File: src/rtl/sdt_pkg.sv
// ----------------------------------------------------------------------------
// sdt_pkg
// Shared types and constants of the screen tile detiler.
// ----------------------------------------------------------------------------
package sdt_pkg;

	// Register index codes of the configuration channel.
	localparam int CFG_IDX_W = 3;
	localparam logic [CFG_IDX_W-1:0] REG_MAP_WIDTH     = 3'd0;
	localparam logic [CFG_IDX_W-1:0] REG_MAP_HEIGHT    = 3'd1;
	localparam logic [CFG_IDX_W-1:0] REG_SCREEN_WIDTH  = 3'd2;
	localparam logic [CFG_IDX_W-1:0] REG_SCREEN_HEIGHT = 3'd3;
	localparam logic [CFG_IDX_W-1:0] REG_PACKED_MODE   = 3'd4;

	localparam int BYTE_W    = 8;
	localparam int SIZE_W    = 8;
	localparam int NIBBLE_W  = 4;
	localparam int OUT_ADDR_W = 16;

	// Reset values of the size registers.
	localparam logic [SIZE_W-1:0] RST_MAP_WIDTH     = 8'd1;
	localparam logic [SIZE_W-1:0] RST_MAP_HEIGHT    = 8'd1;
	localparam logic [SIZE_W-1:0] RST_SCREEN_WIDTH  = 8'd15;
	localparam logic [SIZE_W-1:0] RST_SCREEN_HEIGHT = 8'd10;

	// Tile queue between front and back.
	localparam int QDEPTH  = 4;
	localparam int QPTR_W  = 2;
	localparam int QCNT_W  = 3;

	// One tile as handed from the front to the back.
	typedef struct packed {
		logic [BYTE_W-1:0] value;
		logic              last;
	} sdt_tile_t;

	// Map geometry as seen by the back.
	typedef struct packed {
		logic [SIZE_W-1:0] screens_across;
		logic [SIZE_W-1:0] screens_down;
		logic [SIZE_W-1:0] tiles_across;
		logic [SIZE_W-1:0] tiles_down;
	} sdt_geom_t;

endpackage

File: src/rtl/sdt_front.sv
// ----------------------------------------------------------------------------
// sdt_front
// Accepts input bytes and splits each into one tile, or two nibble tiles
// high nibble first in packed mode.
// ----------------------------------------------------------------------------
module sdt_front import sdt_pkg::*; (
	input  logic              clk,
	input  logic              arst_n,
	input  logic              in_valid,
	output logic              in_ready,
	input  logic [BYTE_W-1:0] in_byte,
	input  logic              packed_mode,
	output logic              push,
	output sdt_tile_t         push_tile,
	input  logic              q_full
);

	logic              hold_q;
	logic              packed_q;
	logic              phase_q;
	logic [BYTE_W-1:0] byte_q;
	logic              first_half;
	logic              accept;

	// The high nibble goes first; the low nibble (or the whole byte) closes it.
	assign first_half = packed_q && !phase_q;
	assign push       = hold_q && !q_full;
	assign in_ready   = !hold_q || (push && !first_half);
	assign accept     = in_valid && in_ready;

	always_comb begin
		push_tile.last = !first_half;
		if (first_half) begin
			push_tile.value = {{(BYTE_W-NIBBLE_W){1'b0}}, byte_q[BYTE_W-1:NIBBLE_W]};
		end else if (packed_q) begin
			push_tile.value = {{(BYTE_W-NIBBLE_W){1'b0}}, byte_q[NIBBLE_W-1:0]};
		end else begin
			push_tile.value = byte_q;
		end
	end

	always_ff @(posedge clk or negedge arst_n) begin
		if (!arst_n) begin
			hold_q  <= 1'b0;
			phase_q <= 1'b0;
		end else if (accept) begin
			hold_q  <= 1'b1;
			phase_q <= 1'b0;
		end else if (push && !first_half) begin
			hold_q  <= 1'b0;
		end else if (push) begin
			phase_q <= 1'b1;
		end
	end

	always_ff @(posedge clk) begin
		if (accept) begin
			byte_q   <= in_byte;
			packed_q <= packed_mode;
		end
	end

endmodule

File: src/rtl/sdt_queue.sv
// ----------------------------------------------------------------------------
// sdt_queue
// Short tile queue that decouples the front from the back.
// ----------------------------------------------------------------------------
module sdt_queue import sdt_pkg::*; (
	input  logic      clk,
	input  logic      arst_n,
	input  logic      push,
	input  sdt_tile_t push_tile,
	output logic      full,
	input  logic      pop,
	output sdt_tile_t pop_tile,
	output logic      empty
);

	sdt_tile_t         mem_q [QDEPTH];
	logic [QPTR_W-1:0] wr_ptr_q;
	logic [QPTR_W-1:0] rd_ptr_q;
	logic [QCNT_W-1:0] count_q;

	assign full     = (count_q == QCNT_W'(QDEPTH));
	assign empty    = (count_q == '0);
	assign pop_tile = mem_q[rd_ptr_q];

	always_ff @(posedge clk or negedge arst_n) begin
		if (!arst_n) begin
			wr_ptr_q <= '0;
			rd_ptr_q <= '0;
			count_q  <= '0;
		end else begin
			if (push) begin
				wr_ptr_q <= wr_ptr_q + 1'b1;
			end
			if (pop) begin
				rd_ptr_q <= rd_ptr_q + 1'b1;
			end
			if (push && !pop) begin
				count_q <= count_q + 1'b1;
			end else if (pop && !push) begin
				count_q <= count_q - 1'b1;
			end
		end
	end

	always_ff @(posedge clk) begin
		if (push) begin
			mem_q[wr_ptr_q] <= push_tile;
		end
	end

	a_no_overflow: assert property (@(posedge clk) disable iff (!arst_n)
		!(push && full)) else $error("tile queue written while full");
	a_no_underflow: assert property (@(posedge clk) disable iff (!arst_n)
		!(pop && empty)) else $error("tile queue read while empty");
	a_count_bound: assert property (@(posedge clk) disable iff (!arst_n)
		count_q <= QCNT_W'(QDEPTH)) else $error("tile queue count out of range");

endmodule

File: src/rtl/sdt_back.sv
// ----------------------------------------------------------------------------
// sdt_back
// Position counters and a two-stage address pipeline ending in an output register.
// ----------------------------------------------------------------------------
module sdt_back import sdt_pkg::*; #(
	parameter int ADDR_BITS = 16,
	parameter int DIM_BITS  = 8
) (
	input  logic                  clk,
	input  logic                  arst_n,
	input  sdt_geom_t             geom,
	input  logic                  q_empty,
	input  sdt_tile_t             q_tile,
	output logic                  pop,
	output logic                  out_valid,
	input  logic                  out_ready,
	output logic [ADDR_BITS-1:0]  out_addr,
	output logic [BYTE_W-1:0]     out_value,
	output logic                  out_last,
	output logic                  out_done
);

	localparam int CW = (DIM_BITS + 1 > SIZE_W) ? DIM_BITS + 1 : SIZE_W;
	localparam int PW = DIM_BITS + SIZE_W + 1;

	function automatic logic wraps(input logic [DIM_BITS-1:0] cnt,
	                               input logic [SIZE_W-1:0] size);
		logic [CW-1:0] nxt;
		nxt = CW'(cnt) + CW'(1);
		return (nxt >= CW'(size)) || nxt[DIM_BITS];
	endfunction

	logic [DIM_BITS-1:0]  tile_col_q, tile_row_q, screen_col_q, screen_row_q;
	logic [ADDR_BITS-1:0] stride_q;
	logic                 wrap_tc, wrap_tr, wrap_sc, wrap_sr;
	logic [PW-1:0]        row_wide, col_wide;
	logic                 load_s1, out_free;

	logic                 valid_s1;
	logic [ADDR_BITS-1:0] row_s1, col_s1;
	logic [BYTE_W-1:0]    value_s1;
	logic                 last_s1, done_s1;

	logic                 valid_q;
	logic [ADDR_BITS-1:0] addr_q;
	logic [BYTE_W-1:0]    value_q;
	logic                 last_q, done_q;

	assign out_free = !valid_q || out_ready;
	assign load_s1  = !valid_s1 || out_free;
	assign pop      = load_s1 && !q_empty;

	assign wrap_tc = wraps(tile_col_q, geom.tiles_across);
	assign wrap_tr = wraps(tile_row_q, geom.tiles_down);
	assign wrap_sc = wraps(screen_col_q, geom.screens_across);
	assign wrap_sr = wraps(screen_row_q, geom.screens_down);

	assign row_wide = PW'(screen_row_q) * PW'(geom.tiles_down) + PW'(tile_row_q);
	assign col_wide = PW'(screen_col_q) * PW'(geom.tiles_across) + PW'(tile_col_q);

	// Row stride of the whole map; only low address bits matter.
	always_ff @(posedge clk) begin
		stride_q <= ADDR_BITS'(geom.screens_across) * ADDR_BITS'(geom.tiles_across);
	end

	always_ff @(posedge clk or negedge arst_n) begin
		if (!arst_n) begin
			tile_col_q   <= '0;
			tile_row_q   <= '0;
			screen_col_q <= '0;
			screen_row_q <= '0;
		end else if (pop) begin
			tile_col_q <= wrap_tc ? '0 : tile_col_q + 1'b1;
			if (wrap_tc) begin
				tile_row_q <= wrap_tr ? '0 : tile_row_q + 1'b1;
				if (wrap_tr) begin
					screen_col_q <= wrap_sc ? '0 : screen_col_q + 1'b1;
					if (wrap_sc) begin
						screen_row_q <= wrap_sr ? '0 : screen_row_q + 1'b1;
					end
				end
			end
		end
	end

	always_ff @(posedge clk or negedge arst_n) begin
		if (!arst_n) begin
			valid_s1 <= 1'b0;
			valid_q  <= 1'b0;
		end else begin
			if (load_s1) begin
				valid_s1 <= pop;
			end
			if (out_free) begin
				valid_q <= valid_s1;
			end
		end
	end

	always_ff @(posedge clk) begin
		if (pop) begin
			row_s1   <= ADDR_BITS'(row_wide);
			col_s1   <= ADDR_BITS'(col_wide);
			value_s1 <= q_tile.value;
			last_s1  <= q_tile.last;
			done_s1  <= wrap_tc && wrap_tr && wrap_sc && wrap_sr;
		end
		if (out_free && valid_s1) begin
			addr_q  <= ADDR_BITS'(row_s1 * stride_q + col_s1);
			value_q <= value_s1;
			last_q  <= last_s1;
			done_q  <= done_s1;
		end
	end

	assign out_valid = valid_q;
	assign out_addr  = addr_q;
	assign out_value = value_q;
	assign out_last  = last_q;
	assign out_done  = done_q;

	a_done_restarts: assert property (@(posedge clk) disable iff (!arst_n)
		(pop && wrap_tc && wrap_tr && wrap_sc && wrap_sr) |=>
		(tile_col_q == '0 && tile_row_q == '0 && screen_col_q == '0 &&
		 screen_row_q == '0)) else $error("counters not cleared after end of map");
	a_s1_holds: assert property (@(posedge clk) disable iff (!arst_n)
		(valid_s1 && !out_free) |=> (valid_s1 && $stable(row_s1) && $stable(col_s1)))
		else $error("address stage lost a tile under stall");

endmodule

File: src/rtl/screen_tile_detiler.sv
// ----------------------------------------------------------------------------
// screen_tile_detiler
// Turns a screen-ordered tile dump into whole-map raster addresses.
// ----------------------------------------------------------------------------
// Path: a byte passes the front byte register, the tile queue, the address stage and the output register.
// Throughput: one tile per cycle at the output while m_axis_tready is high; a plain byte every cycle
// while the queue has room; a packed byte makes two tiles, one queue write each, and holds the input meanwhile.
// Reset: asynchronous, active low; counters and queue are emptied and the
// size registers return to 1, 1, 15, 10 with packed mode off.
// ----------------------------------------------------------------------------
module screen_tile_detiler import sdt_pkg::*; #(
	parameter int ADDR_BITS = 16,
	parameter int DIM_BITS  = 8
) (
	input  logic                 clk,
	input  logic                 arst_n,
	// Input stream. tdata: [7:0] data_byte.
	input  logic                 s_axis_tvalid,
	output logic                 s_axis_tready,
	input  logic [7:0]           s_axis_tdata,
	// Output stream. tdata: [15:0] tile_address, [23:16] tile_value.
	output logic                 m_axis_tvalid,
	input  logic                 m_axis_tready,
	output logic [23:0]          m_axis_tdata,
	// tuser: [0] last_of_item. tlast carries map_done.
	output logic                 m_axis_tuser,
	output logic                 m_axis_tlast,
	// Configuration write channel.
	input  logic                 cfg_valid,
	output logic                 cfg_ready,
	input  logic [CFG_IDX_W-1:0] cfg_index,
	input  logic [SIZE_W-1:0]    cfg_data
);

	localparam int XW = (ADDR_BITS > OUT_ADDR_W) ? ADDR_BITS : OUT_ADDR_W;

	sdt_geom_t            geom_q;
	logic                 packed_mode_q;
	logic                 push, q_full, pop, q_empty;
	sdt_tile_t            push_tile, pop_tile;
	logic [ADDR_BITS-1:0] addr;
	logic [XW-1:0]        addr_x;
	logic [BYTE_W-1:0]    value;

	// Configuration writes are always taken; unknown indexes are dropped.
	assign cfg_ready = 1'b1;

	always_ff @(posedge clk or negedge arst_n) begin
		if (!arst_n) begin
			geom_q.screens_across <= RST_MAP_WIDTH;
			geom_q.screens_down   <= RST_MAP_HEIGHT;
			geom_q.tiles_across   <= RST_SCREEN_WIDTH;
			geom_q.tiles_down     <= RST_SCREEN_HEIGHT;
			packed_mode_q         <= 1'b0;
		end else if (cfg_valid) begin
			case (cfg_index)
				REG_MAP_WIDTH:     geom_q.screens_across <= cfg_data;
				REG_MAP_HEIGHT:    geom_q.screens_down   <= cfg_data;
				REG_SCREEN_WIDTH:  geom_q.tiles_across   <= cfg_data;
				REG_SCREEN_HEIGHT: geom_q.tiles_down     <= cfg_data;
				REG_PACKED_MODE:   packed_mode_q         <= cfg_data[0];
				default: begin
				end
			endcase
		end
	end

	// The front splits each byte into tiles; packed mode is sampled per byte.
	sdt_front u_front (
		.clk         (clk),
		.arst_n      (arst_n),
		.in_valid    (s_axis_tvalid),
		.in_ready    (s_axis_tready),
		.in_byte     (s_axis_tdata),
		.packed_mode (packed_mode_q),
		.push        (push),
		.push_tile   (push_tile),
		.q_full      (q_full)
	);

	sdt_queue u_queue (
		.clk       (clk),
		.arst_n    (arst_n),
		.push      (push),
		.push_tile (push_tile),
		.full      (q_full),
		.pop       (pop),
		.pop_tile  (pop_tile),
		.empty     (q_empty)
	);

	// The back walks the four position counters and forms the raster address.
	sdt_back #(
		.ADDR_BITS (ADDR_BITS),
		.DIM_BITS  (DIM_BITS)
	) u_back (
		.clk       (clk),
		.arst_n    (arst_n),
		.geom      (geom_q),
		.q_empty   (q_empty),
		.q_tile    (pop_tile),
		.pop       (pop),
		.out_valid (m_axis_tvalid),
		.out_ready (m_axis_tready),
		.out_addr  (addr),
		.out_value (value),
		.out_last  (m_axis_tuser),
		.out_done  (m_axis_tlast)
	);

	// The address is kept to ADDR_BITS and then to the 16-bit field.
	assign addr_x       = XW'(addr);
	assign m_axis_tdata = {value, addr_x[OUT_ADDR_W-1:0]};

endmodule
File: config.mk
export PLATFORM = sky130hd
export DESIGN_NAME = screen_tile_detiler
export DESIGN_NICKNAME = d
export VERILOG_FILES = /design/src/rtl/sdt_pkg.sv /design/src/rtl/sdt_front.sv /design/src/rtl/sdt_queue.sv /design/src/rtl/sdt_back.sv /design/src/rtl/screen_tile_detiler.sv
export SDC_FILE = /design/constraint.sdc
export NUM_CORES = 1
export LEC_CHECK = 0
export BUFFER_PORTS_ARGS = -buffer_cell sky130_fd_sc_hd__buf_2
export CELL_PAD_IN_SITES_DETAIL_PLACEMENT = 1
export CELL_PAD_IN_SITES_GLOBAL_PLACEMENT = 2
export CORE_UTILIZATION = 25
export DETAILED_ROUTE_END_ITERATION = 7
export PLACE_DENSITY_LB_ADDON = 0.15
export SLEW_MARGIN = 20
export SYNTH_ARGS = -nofsm -noshare
export SYNTH_HDL_FRONTEND = slang
export SYNTH_HIERARCHICAL = 1
export SYNTH_SLANG_ARGS = --single-unit
File: constraint.sdc
create_clock -name clk -period 15.55 [get_ports clk]
set_input_delay 1.555 -clock clk [delete_from_list [all_inputs] [get_ports clk]]
set_output_delay 1.555 -clock clk [all_outputs]
set_load 0.03 [all_outputs]
[Word-level counts from Yosys, hierarchy flattened]
Memories as Yosys holds them, arrays and structs flattened. A register that Yosys moved wholly into a read port is not among the register bits.
Index checks and enable logic that the tools add are counted.
Widths: inputs -> output; s select.
Storage, ports and cells
  register bits after elaboration: 160
  RAM bits: 36
  input bits: 24
  output and inout port bits: 29
  word-level logic and storage cells: 112
  memories kept: 1
Operators by class
  add/subtract/negate cells: 15
  multiply operators: 4
  magnitude comparators: 4
  equality and inequality tests: 6
  multiplexer cells: 15
  reduce and logical (&&, ||, !) cells: 41
Memory list
  u_queue.mem_q: depth 4, width 9, read ports 1, clocked after memory_dff 1, wr ports 1, line sdt_queue.sv:16  | sdt_tile_t mem_q [QDEPTH];
Operators with widths (count)
  $mul 8x8->16: 3
  $mux 8: 6
  $add 8x1->9 const B: 4
  $ge 9x8->1: 4
  $add 16x8->16: 2
  $add 8x1->8 const B: 4
  $add 16x16->16: 1
  $mul 16x16->16: 1
  $reduce_and 2->1: 7
  $logic_and 1x1->1: 11
  $logic_not 1->1: 9
  $logic_or 1x1->1: 7
  $mux 1: 7
  $eq 3x2->1 const B: 2
  $eq 3x3->1 const B: 2
  $logic_not 3->1: 2
  $mux 3: 2
  $reduce_bool 2->1: 3
  $add 2x1->2 const B: 2
  $reduce_and 4->1: 1
  $add 3x1->3 const B: 1
  $eq 3x1->1 const B: 1
  $reduce_and 3->1: 1
  $sub 3x1->3 const B: 1
  $ne 2x1->1 const B: 1

[Longest topological paths before layout]
Gate-level depths: netlist of the first run.
  word-level depth: 8
  gate-level depth with buffers: 20
  depth with buffers taken out: 20

[By module]
Netlist of the first run, hierarchy kept.
By module, submodules not included
  sdt_back: times used 1, cells an instance 1732, area each 15982.8 um^2, sequential area each 3213.1 um^2
  sdt_queue: times used 1, cells an instance 81, area each 1694.1 um^2, sequential area each 1256.2 um^2
  screen_tile_detiler: times used 1, cells an instance 75, area each 1291.2 um^2, sequential area each 835.8 um^2
  sdt_front: times used 1, cells an instance 28, area each 461.7 um^2, sequential area each 320.3 um^2

[Worst setup path before layout of the first run]
Ideal clock, no wire load.
  path type: register to register
  start: register u_back.stride_q[1]
  end: register u_back.addr_q[15], in the netlist u_back/out_addr[15], data pin
  library setup time: 0.259 ns
  arrival time: 5.061 ns
  required time: 15.291 ns
  setup slack: 10.230 ns
  stages on the path, launching flop included: 18
  buffers on the path: 1
  period minus slack after synthesis: 5.320 ns
  path through: dfxtp_1 > clkbuf_1 > and2_1 > fa_1 > inv_1 > fa_1 > fa_1 > fa_1 > inv_1 > fa_1 > inv_1 > fa_1 > inv_1 > ha_1 > and3_1 > a211oi_1 > a21oi_1 > xnor2_1
On the way
  longest elaborated chain between the ends: 2
Ends and longest elaborated chain
  from (decl): line sdt_back.sv:34  | logic [ADDR_BITS-1:0] stride_q;
  from (signal assigned): line sdt_back.sv:63  | stride_q <= ADDR_BITS'(geom.screens_across) * ADDR_BITS'(geom.tiles_across);
  $mul 16x16->16: line sdt_back.sv:109  | addr_q <= ADDR_BITS'(row_s1 * stride_q + col_s1);
  $add 16x16->16: line sdt_back.sv:109
  to (signal assigned): line sdt_back.sv:109
  to (decl): line sdt_back.sv:45  | logic [ADDR_BITS-1:0] addr_q;
No other way between the ends.
A chain may end at the register's enable or synchronous reset.

[Worst setup path after layout of the first run]
Same ends and word-level chain as after synthesis.

==> results summary, run 1 <==
The number of different library cells in the post-synthesis netlist is just under 70. The repair_antennas step left the layout with diodes totalling 0. The number of iterations in the first detailed-routing pass came out at 4.

Global routing used 13.9% of the available tracks. The net count after synthesis is about 2,400. The synthesized netlist devotes 35.5% of its cell area to adder and majority cells. The number of buffers added for setup after CTS is 0. The final count of pins violating max slew came to 0. The via count of the first global-routing pass was about 14,000. The number of hold buffers added after CTS was 0.

In this run the clock root is driven by a sky130_fd_sc_hd__clkbuf_16. The startpoint identified for the worst register-to-register timing path is u_back/stride_q[1]. The boundary pin count is 53. For this run, the number of Yosys warnings is 6. The share of synthesized area spent on multiplexers came out at 3.34%. The share of the synthesized area in the top cell type came out at 22.6%. The mean area per synthesized cell is 10.1 um^2.

The most frequent standard cell in the layout excluding fill and tap cells is sky130_fd_sc_hd__inv_1. The maximum number of pins on one net before global-route repair came out at 47. The slack of the worst reg-to-reg path is 9.98 ns. TritonCTS built the clock tree.

The number of gates resized after cts came out at 0. The startpoint identified for the worst hold timing path is u_back/value_s1[6]. The sum of net half-perimeters after detailed placement is 42.4 mm. The final hold violation count was 0.

Dividing the detail-routed wire length by the instance count gives around 18 um. The most used flip-flop cell after synthesis is sky130_fd_sc_hd__edfxtp_1. The max-capacitance violation count is 0.

The row count came out at 101. Summing all multi-input logic gate instances after layout gives 12,100 um^2. The number of I/O port buffers is between 50 and 60. The fraction of layout cells with a size suffix above 1 is 9.18%. The clock slew at the register clock pins of the worst setup and hold paths is 0.06 ns. The tightest slew margin relative to the limit is 28.3%. The worst setup path is launched from a flop. After synthesis, the largest family of logic cells by area is adder cells. The die height is 281 um. The critical register-to-register path endpoint is u_back/out_addr[15]. The ratio of final minimum period to clock period came out at between 30% and 40%.

The combined area of all synthesized cells came out at 19,400 um^2. Compared with the post-synthesis result, the final layout area differs by 12.1%. The critical path class is flop to flop. The number of remaining DRC errors came out at 0. The fraction of registers with async set or reset after synthesis is between 30% and 40%. The maximum frequency from static timing analysis is 180 MHz. The sequential-to-total area share from yosys stat is 29.0%.

The core box area came out at 76,500 um^2. At the worst endpoint, the arrival time is 5.89 ns. The first routing iteration left around 430 violations.

The setup violation total in the final timing report is 0. The share of synthesized cell area in and, or, nand and nor gates is 13.4%. The type of the most critical hold path is flop to flop. The synthesized instance count is approximately 1,900.

The fill cell instance count of the final layout is 8,629. The worst-margin pin slew came out at approximately 1.1 ns. The worst hold path was traced through 0 stages.

The path with the worst hold slack has its endpoint at u_back/out_value[6]. The wire length reported by the detailed router came out at between 50 and 60 mm. Counting flops and latches in the post-synthesis netlist gives slightly above 200. The global-route wire length before repair is between 80 and 90 mm. The largest total area in the synthesized netlist belongs to sky130_fd_sc_hd__fa_1. The number of flops mapped to enable cells by yosys came out at approximately 110. For the final routed database, the setup TNS stands at 0 ns. The required time at the worst-slack endpoint is 15.87 ns. The antenna violation net count after detailed routing is 0.

The number of buffers on the longest clock path came out at 3. The number of vias per cell after detailed routing came out at 4.21. The final RePlAce weighted congestion came out at 0.776. The category of the worst setup path capture point is a flop. The number of cells on the worst reg-to-reg path is 16. The xor and xnor fraction of the mapped netlist area is 4.78%. The initial antenna violation count came out at 1. Setup repair after global routing left no endpoint under its margin. In the layout the commonest cells are 392 x sky130_fd_sc_hd__inv_1, 231 x sky130_fd_sc_hd__nand2_1, 219 x sky130_fd_sc_hd__fa_1. The count of vias placed by the detailed router is 12,600.

The layout net count came out at 2,392. The flow ran to the end, and the final reports show no timing, DRC or antenna violations. The global route total overflow is 0.

The H-tree depth is 1. Sorting the synthesized cells by area gives the leading types as sky130_fd_sc_hd__fa_1 23%, sky130_fd_sc_hd__edfxtp_1 17%, sky130_fd_sc_hd__ha_1 13%, sky130_fd_sc_hd__dfrtp_1 8.8%, sky130_fd_sc_hd__inv_1 7.6%. The final clock skew came out at approximately 0.015 ns. The share of the synthesized area in compound gates (AO/OA/AOI/OAI) is a little over 5%. The shortest clock period the worst path allows after layout came out at 5.57 ns.

The number of clock sinks seen by CTS is 205. Clock tree synthesis inserted a total of 29 buffers. Once the floorplan was initialized, standard cells occupied 25.4% of the core. The sequential cell area came out at 5630 um^2. The biggest fanout along the worst timing path came out at 15. Measured along the x axis, the die boundary spans 281 um. The die outline area came out at 78,800 um^2. The clock latency on the worst-skew pair is slightly below 0.6 ns.
-- routing by layer --
layer | GRT usage (%) | vias up | share of wire (%)
li1 | - | 6097 | -
met1 | 18.8 | 6366 | 49
met2 | 23.7 | 117 | 47
met3 | 1.50 | 47 | 2.2
met4 | 3.18 | 0 | 2.1
met5 | 0 | - | 0
-- state kept, by name (all words and copies together), names as in the netlist, 16 cells and up --
| register | flops |
|---|---|
| geom_q | 32 |
| u_back/col_s1 | 16 |
| u_back/out_addr | 16 |
| u_queue/mem_q | 36 |
| u_back/row_s1 | 16 |
| u_back/stride_q | 16 |
-- layout make-up --
type	instances	share of cell area (%)
Clock inverter	22	1.05
Clock buffer	32	3.52
Multi-Input combinational cell	1261	55.5
Inverter	394	6.79
Tap cell	1030	5.92
Timing Repair Buffer	57	1.39
Sequential cell	205	25.8
-- cell families after synthesis --
| family | Yosys count |
|---|---|
| other cells | 1 |
| xor+xnor | 106 |
| mux | 47 |
| compound gates | 151 |
| flops | 205 |
| fa+ha+maj | 420 |
| simple gates | 536 |
| buf+inv | 450 |
-- Yosys cell counts (6+ instances only) --
| cell type | instances |
|---|---|
| sky130_fd_sc_hd__edfxtp_1 | 113 |
| sky130_fd_sc_hd__xnor2_1 | 90 |
| sky130_fd_sc_hd__a21oi_1 | 32 |
| sky130_fd_sc_hd__and2_1 | 116 |
| sky130_fd_sc_hd__a211oi_1 | 6 |
| sky130_fd_sc_hd__dfstp_2 | 8 |
| sky130_fd_sc_hd__or2_2 | 6 |
| sky130_fd_sc_hd__or3_1 | 9 |
| sky130_fd_sc_hd__mux2_2 | 34 |
| sky130_fd_sc_hd__nor2b_1 | 15 |
| sky130_fd_sc_hd__inv_1 | 393 |
| sky130_fd_sc_hd__a21o_1 | 10 |
| sky130_fd_sc_hd__nor2_1 | 68 |
| sky130_fd_sc_hd__buf_2 | 6 |
| sky130_fd_sc_hd__o21a_1 | 14 |
| sky130_fd_sc_hd__nand3_1 | 36 |
| sky130_fd_sc_hd__nand2b_1 | 13 |
| sky130_fd_sc_hd__dfxtp_1 | 16 |
| sky130_fd_sc_hd__nand2_1 | 231 |
| sky130_fd_sc_hd__xor2_1 | 16 |
| sky130_fd_sc_hd__o31ai_1 | 6 |
| sky130_fd_sc_hd__fa_1 | 219 |
| sky130_fd_sc_hd__nor3_1 | 11 |
| sky130_fd_sc_hd__and3_1 | 13 |
| sky130_fd_sc_hd__dfrtp_1 | 68 |
| sky130_fd_sc_hd__clkbuf_1 | 46 |
| sky130_fd_sc_hd__o21ai_0 | 46 |
| sky130_fd_sc_hd__mux4_2 | 8 |
| sky130_fd_sc_hd__ha_1 | 201 |
-- critical path, cell delays in order (launching register included) --
cell,delay (ns)
sky130_fd_sc_hd__dfxtp_1,0.48
sky130_fd_sc_hd__and2_1,0.27
sky130_fd_sc_hd__fa_1,0.53
sky130_fd_sc_hd__inv_1,0.05
sky130_fd_sc_hd__fa_1,0.57
sky130_fd_sc_hd__fa_1,0.45
sky130_fd_sc_hd__fa_1,0.54
sky130_fd_sc_hd__inv_1,0.05
sky130_fd_sc_hd__fa_1,0.52
sky130_fd_sc_hd__inv_1,0.05
sky130_fd_sc_hd__fa_1,0.53
sky130_fd_sc_hd__inv_1,0.04
sky130_fd_sc_hd__ha_1,0.35
sky130_fd_sc_hd__and3_1,0.21
sky130_fd_sc_hd__a211oi_1,0.37
sky130_fd_sc_hd__a21oi_1,0.15
sky130_fd_sc_hd__xnor2_1,0.15
-- how the worst max path moves through the flow --
| stage | startpoint | endpoint | slack, ns |
|---|---|---|---|
| after global routing | u_back/stride_q[2] | u_back/out_addr[15] | 9.68 |
| after CTS | u_back/stride_q[1] | u_back/out_addr[15] | 9.92 |
| after floorplan | u_back/stride_q[1] | u_back/out_addr[15] | 10.23 |
| final | u_back/stride_q[1] | u_back/out_addr[15] | 9.98 |
| after detailed placement | u_back/stride_q[3] | u_back/out_addr[15] | 9.92 |
| after global placement | u_back/stride_q[1] | u_back/out_addr[15] | 9.96 |
-- stage by stage --
step	worst slack, ns	cells	hold slack [ns]	cell area, um^2	utilization [%]
3_5_place_dp	9.92	2947	0.408	20800	27.2
4_1_cts	9.92	3001	0.423	21800	28.5
3_3_place_gp	9.96	2947	0.406	20800	27.2
5_1_grt	9.68	3001	0.425	21800	28.5
6_report	9.98	3001	0.421	21800	28.5
2_1_floorplan	10.23	1916	0.400	19400	-
Power of run 1 is not shown: default switching activity piles up to over one toggle a cycle in this logic, so the estimate is an artifact.
==> run 2, diff against run 1 <==
--- a/config.mk
+++ b/config.mk
@@ -5,6 +5,7 @@
 export SDC_FILE = /design/constraint.sdc
 export NUM_CORES = 1
 export LEC_CHECK = 0
+export ABC_AREA = 1
 export BUFFER_PORTS_ARGS = -buffer_cell sky130_fd_sc_hd__buf_2
 export CELL_PAD_IN_SITES_DETAIL_PLACEMENT = 1
 export CELL_PAD_IN_SITES_GLOBAL_PLACEMENT = 2
==> constraint.sdc (replaced) <==
create_clock -name clk -period 4.63 [get_ports clk]
set_input_delay 0.463 -clock clk [delete_from_list [all_inputs] [get_ports clk]]
set_output_delay 0.463 -clock clk [all_outputs]
set_load 0.03 [all_outputs]
==> run 2 against run 1 <==
Against the previous run: hold slack got worse by 0.37 ns; critical path depth up 3; count of clock-buffer cells in the layout decreased by 3; cell count increased by 21%; synthesized area rose by 5.4%; critical path type unchanged; register-to-register slack worse by 10 ns; the run now ends with setup timing left; cell area up 12%.
==> results summary, run 2 <==
The width of the die came out at 288 um. The count of placed standard cells in the final layout, fillers left out is between 3,000 and 4,000. In this run, distinct cell masters in the synthesized netlist total 55. The number of buffers on the longest clock path came out at 3. After synthesis, the cell types taking the most area are sky130_fd_sc_hd__fa_1 21%, sky130_fd_sc_hd__edfxtp_1 17%, sky130_fd_sc_hd__ha_1 12%, sky130_fd_sc_hd__inv_1 12%, sky130_fd_sc_hd__nand2_1 11%. The die outline area is 83,100 um^2. The final-layout worst hold slack is 0.0562 ns.

The path class of the tightest hold or removal check is primary input to flop. The startpoint identified for the worst hold timing path is s_axis_tdata[0]. The clock slew at the register clock pins of the worst setup and hold paths is around 0.06 ns. Setup repair after global routing could not meet its margin everywhere. The combined area of all synthesized cells came out at 20,500 um^2. In the final layout, the registers with the most flip-flops are u_queue/mem_q x36, geom_q x32. The worst setup path is of the flop to flop kind. For this block, the initial DRC count from the detailed router was around 370.

The global route total overflow is 0. The final RePlAce weighted congestion came out at 0.818. The worst flop-to-flop path startpoint is u_back/row_s1[10].

The final reports fail on setup timing. The cell that appears most often on the critical path is sky130_fd_sc_hd__fa_1. At the pin with the least slew margin, the transition time is 0.812 ns. The final core utilization is 30.3%. The die height came out at 288 um. The post-layout instance area is 24,500 um^2.

Yosys instantiated no cell more often than sky130_fd_sc_hd__inv_1. The clock latency on the worst-skew pair is approximately 0.58 ns. The ratio of final minimum period to clock period came out at 107%. For this configuration, the core starts out at a cell density of 25.3%.

The number of cells in the design after placement is 3,554. The flip-flop cell with the highest count after synthesis is sky130_fd_sc_hd__edfxtp_1. The worst-case hold path end point is u_front/byte_q[0]. The nature of the critical path startpoint is a flop. The delay contributed by the slowest stage of the critical path is 0.59 ns. The register bank with the most flops is u_queue/mem_q.

The synthesized design spends more area on one cell type than any other, namely sky130_fd_sc_hd__fa_1. The number of I/O port buffers is 51. On the critical path, the stage with the largest delay is an instance of sky130_fd_sc_hd__fa_1. The minimum setup slack in the final design is -0.342 ns.

The fraction of layout cells with a size suffix above 1 came out at 17.7%. The fill cell instance count of the final layout is 9,409. Counting instances, the worst hold path has a depth of 1.

The number of flip-flops under the largest register name is 36. The final hold violation count came out at 0. The pre-antenna-repair detailed-routing pass consisted of 7 iterations. The overall global routing resource usage is 14.0%. The tightest slew margin relative to the limit is 45.7%. For met2 alone, demand over resource in global routing was about a quarter. The CTS tree is done. The sequential-to-total area share from yosys stat is ~27%.

The via count of the first global-routing pass was 16,900. The number of remaining DRC errors came out at 0. Traced cell by cell, the critical path runs through nand2_1 -> inv_2 -> fa_1 -> inv_1 -> fa_1 -> fa_1 -> fa_1 -> fa_1 -> fa_1 -> inv_2 -> ha_4 -> nand4_1 -> inv_2 -> nand2_2 -> nand3_2 -> a31oi_4 -> inv_2 -> nand2_1 -> nand2_1.

The sum of net half-perimeters after detailed placement is around 47 mm. The number of vias per cell after detailed routing is 4.11. The number of buffers created by CTS is 28.

The required time at the worst-slack endpoint came out at 4.97 ns. The setup violation total in the final timing report came out at 6. The synthesized design contains 113 enable-type register cells. The layer flagged by global routing as most heavily used is met2. The average detailed-routed wire length per instance came out at 15.5 um. The shortest clock period the worst path allows after layout is 4.97 ns. Leaving out fill and tap cells, the most frequent cell in the layout is sky130_fd_sc_hd__inv_1. The endpoint identified for the worst register-to-register timing path is u_back/out_addr[15]. The final layout contains routed wiring with a total length of 56.4 mm. The post-synthesis sequential element count came out at 205. The mean area per synthesized cell is 8.62 um^2. The maximum number of pins on one net before global-route repair is 51. The number of clock sinks seen by CTS came out at 205. The antenna violation net count after detailed routing is 0. The signal arrival time at the worst endpoint is 5.31 ns. The worst setup path is captured at a flop.

The fraction of registers with async set or reset after synthesis came out at 37.1%. The initial antenna violation count is 1. The global-route wire length before repair is 92.2 mm. Clock skew on the completed layout was measured at approximately 0.017 ns. At the end of the flow, the number of nets in the layout was 2,996.

The commonest cells after synthesis are 631 x sky130_fd_sc_hd__inv_1, 599 x sky130_fd_sc_hd__nand2_1, 219 x sky130_fd_sc_hd__fa_1. The max-capacitance violation count came out at 0. The area growth from synthesis to layout is 19.6%. Along the worst path, the maximum fanout reaches 6. The met3 track demand over resource is around 1.3%.

The number of warnings printed during yosys synthesis came out at 6. Summing over every cut layer, the via total after detailed routing is between 10,000 and 15,000. The met1 capacity usage during global routing is 19.1%. The H-tree depth is 1. The library cells used most frequently in the layout, excluding fill and tap cells, are 603 x sky130_fd_sc_hd__inv_1, 586 x sky130_fd_sc_hd__nand2_1, 210 x sky130_fd_sc_hd__fa_1. The maximum frequency from static timing analysis came out at 201 MHz. The placed instances occupy a cell area of 22,900 um^2. The boundary pin count came out at 53. The core box area is 80,800 um^2. The final count of pins violating max slew came out at 0. The synthesized instance count came out at ~2,400.

The run finished, with violations left. The clock root buffer is sky130_fd_sc_hd__clkbuf_16. After synthesis, the largest area contributor takes up roughly 21% of total cell area. The row count is 104. 0 antenna diodes ended up in the layout.

The depth of the most critical reg-to-reg path is 19. The slack of the worst reg-to-reg path came out at -0.34 ns. The net count after synthesis came out at 2,819.
==> run 2: cell types whose count changed in the layout (fill, tap and decap cells not counted), moves of 34 or more <==
cell,previous run,this run
sky130_fd_sc_hd__inv_1,392,603
sky130_fd_sc_hd__nand2_1,231,586
sky130_fd_sc_hd__buf_4,7,157
sky130_fd_sc_hd__xnor2_1,90,25
sky130_fd_sc_hd__xor2_1,16,62
sky130_fd_sc_hd__mux2_2,34,0
sky130_fd_sc_hd__nor2_1,68,27
sky130_fd_sc_hd__and2_1,116,0
==> run 2: final cells by class <==
cell class / count / area (um^2) / area share (%)
clock buffer: 29 / 714 / 2.92
clock inverter: 23 / 251 / 1.03
inverter: 638 / 2400 / 9.80
multi-input combinational: 1450 / 12500 / 50.8
sequential: 205 / 5650 / 23.1
tap: 1060 / 1330 / 5.41
timing repair buffer: 229 / 1700 / 6.95
==> run 2: logic make-up after synthesis <==
| kind of cell | after synthesis | share of synthesized area, % |
|---|---|---|
| buf+inv | 720 | 13.7 |
| other cells | 1 | 0.0183 |
| simple gates | 784 | 16.6 |
| fa+ha+maj | 420 | 33.7 |
| xor+xnor | 87 | 3.72 |
| flops | 205 | 27.5 |
| compound gates | 158 | 4.74 |
==> run 2: metal layers <==
metal	share of wire [%]	vias to the layer above
met1	49	7323
met2	47	93
met5	0	-
li1	-	7475
met3	1.8	54
met4	2.0	0
==> run 2: repair_timing <==
action / 4_1_cts / 5_1_grt
pin swaps: 24 / 43
setup buffers: 10 / 20
setup endpoints to repair: 8 / 18
resized for setup: 34 / 94
hold buffers: 1 / 0
cloned: 0 / 0
hold endpoints to repair: 41 / 0
==> run 2: how the worst max path moves through the flow <==
stage / from / to / slack [ns] / depth (start not counted)
3_3_place_gp: u_back/row_s1[5] / u_back/out_addr[15] / -0.42 / 20
6_report: u_back/row_s1[10] / u_back/out_addr[15] / -0.34 / 19
2_1_floorplan: u_back/row_s1[5] / u_back/out_addr[15] / -0.11 / 22
3_5_place_dp: u_back/row_s1[5] / u_back/out_addr[15] / -0.47 / 20
4_1_cts: u_back/row_s1[7] / u_back/out_addr[15] / -0.36 / 20
5_1_grt: u_back/row_s1[10] / u_back/out_addr[15] / -0.54 / 19
==> run 2: stage by stage <==
stage | setup TNS (ns) | worst slack, ns
2_1_floorplan | -0.248 | -0.111
3_3_place_gp | -1.96 | -0.424
3_5_place_dp | -2.33 | -0.471
4_1_cts | -1.32 | -0.360
5_1_grt | -2.18 | -0.544
6_report | -1.24 | -0.342
==> run 2: worst max-delay path: cells and delay by family (launching register included) <==
family	cells	cell delay [ns]
AOI/OAI and AO/OA	1	0.18
adders and majority gates	7	3.34
buffers and inverters	5	0.26
DFF	1	0.50
and+or+nand+nor	6	0.46
Power of run 2 is left out for the same reason.
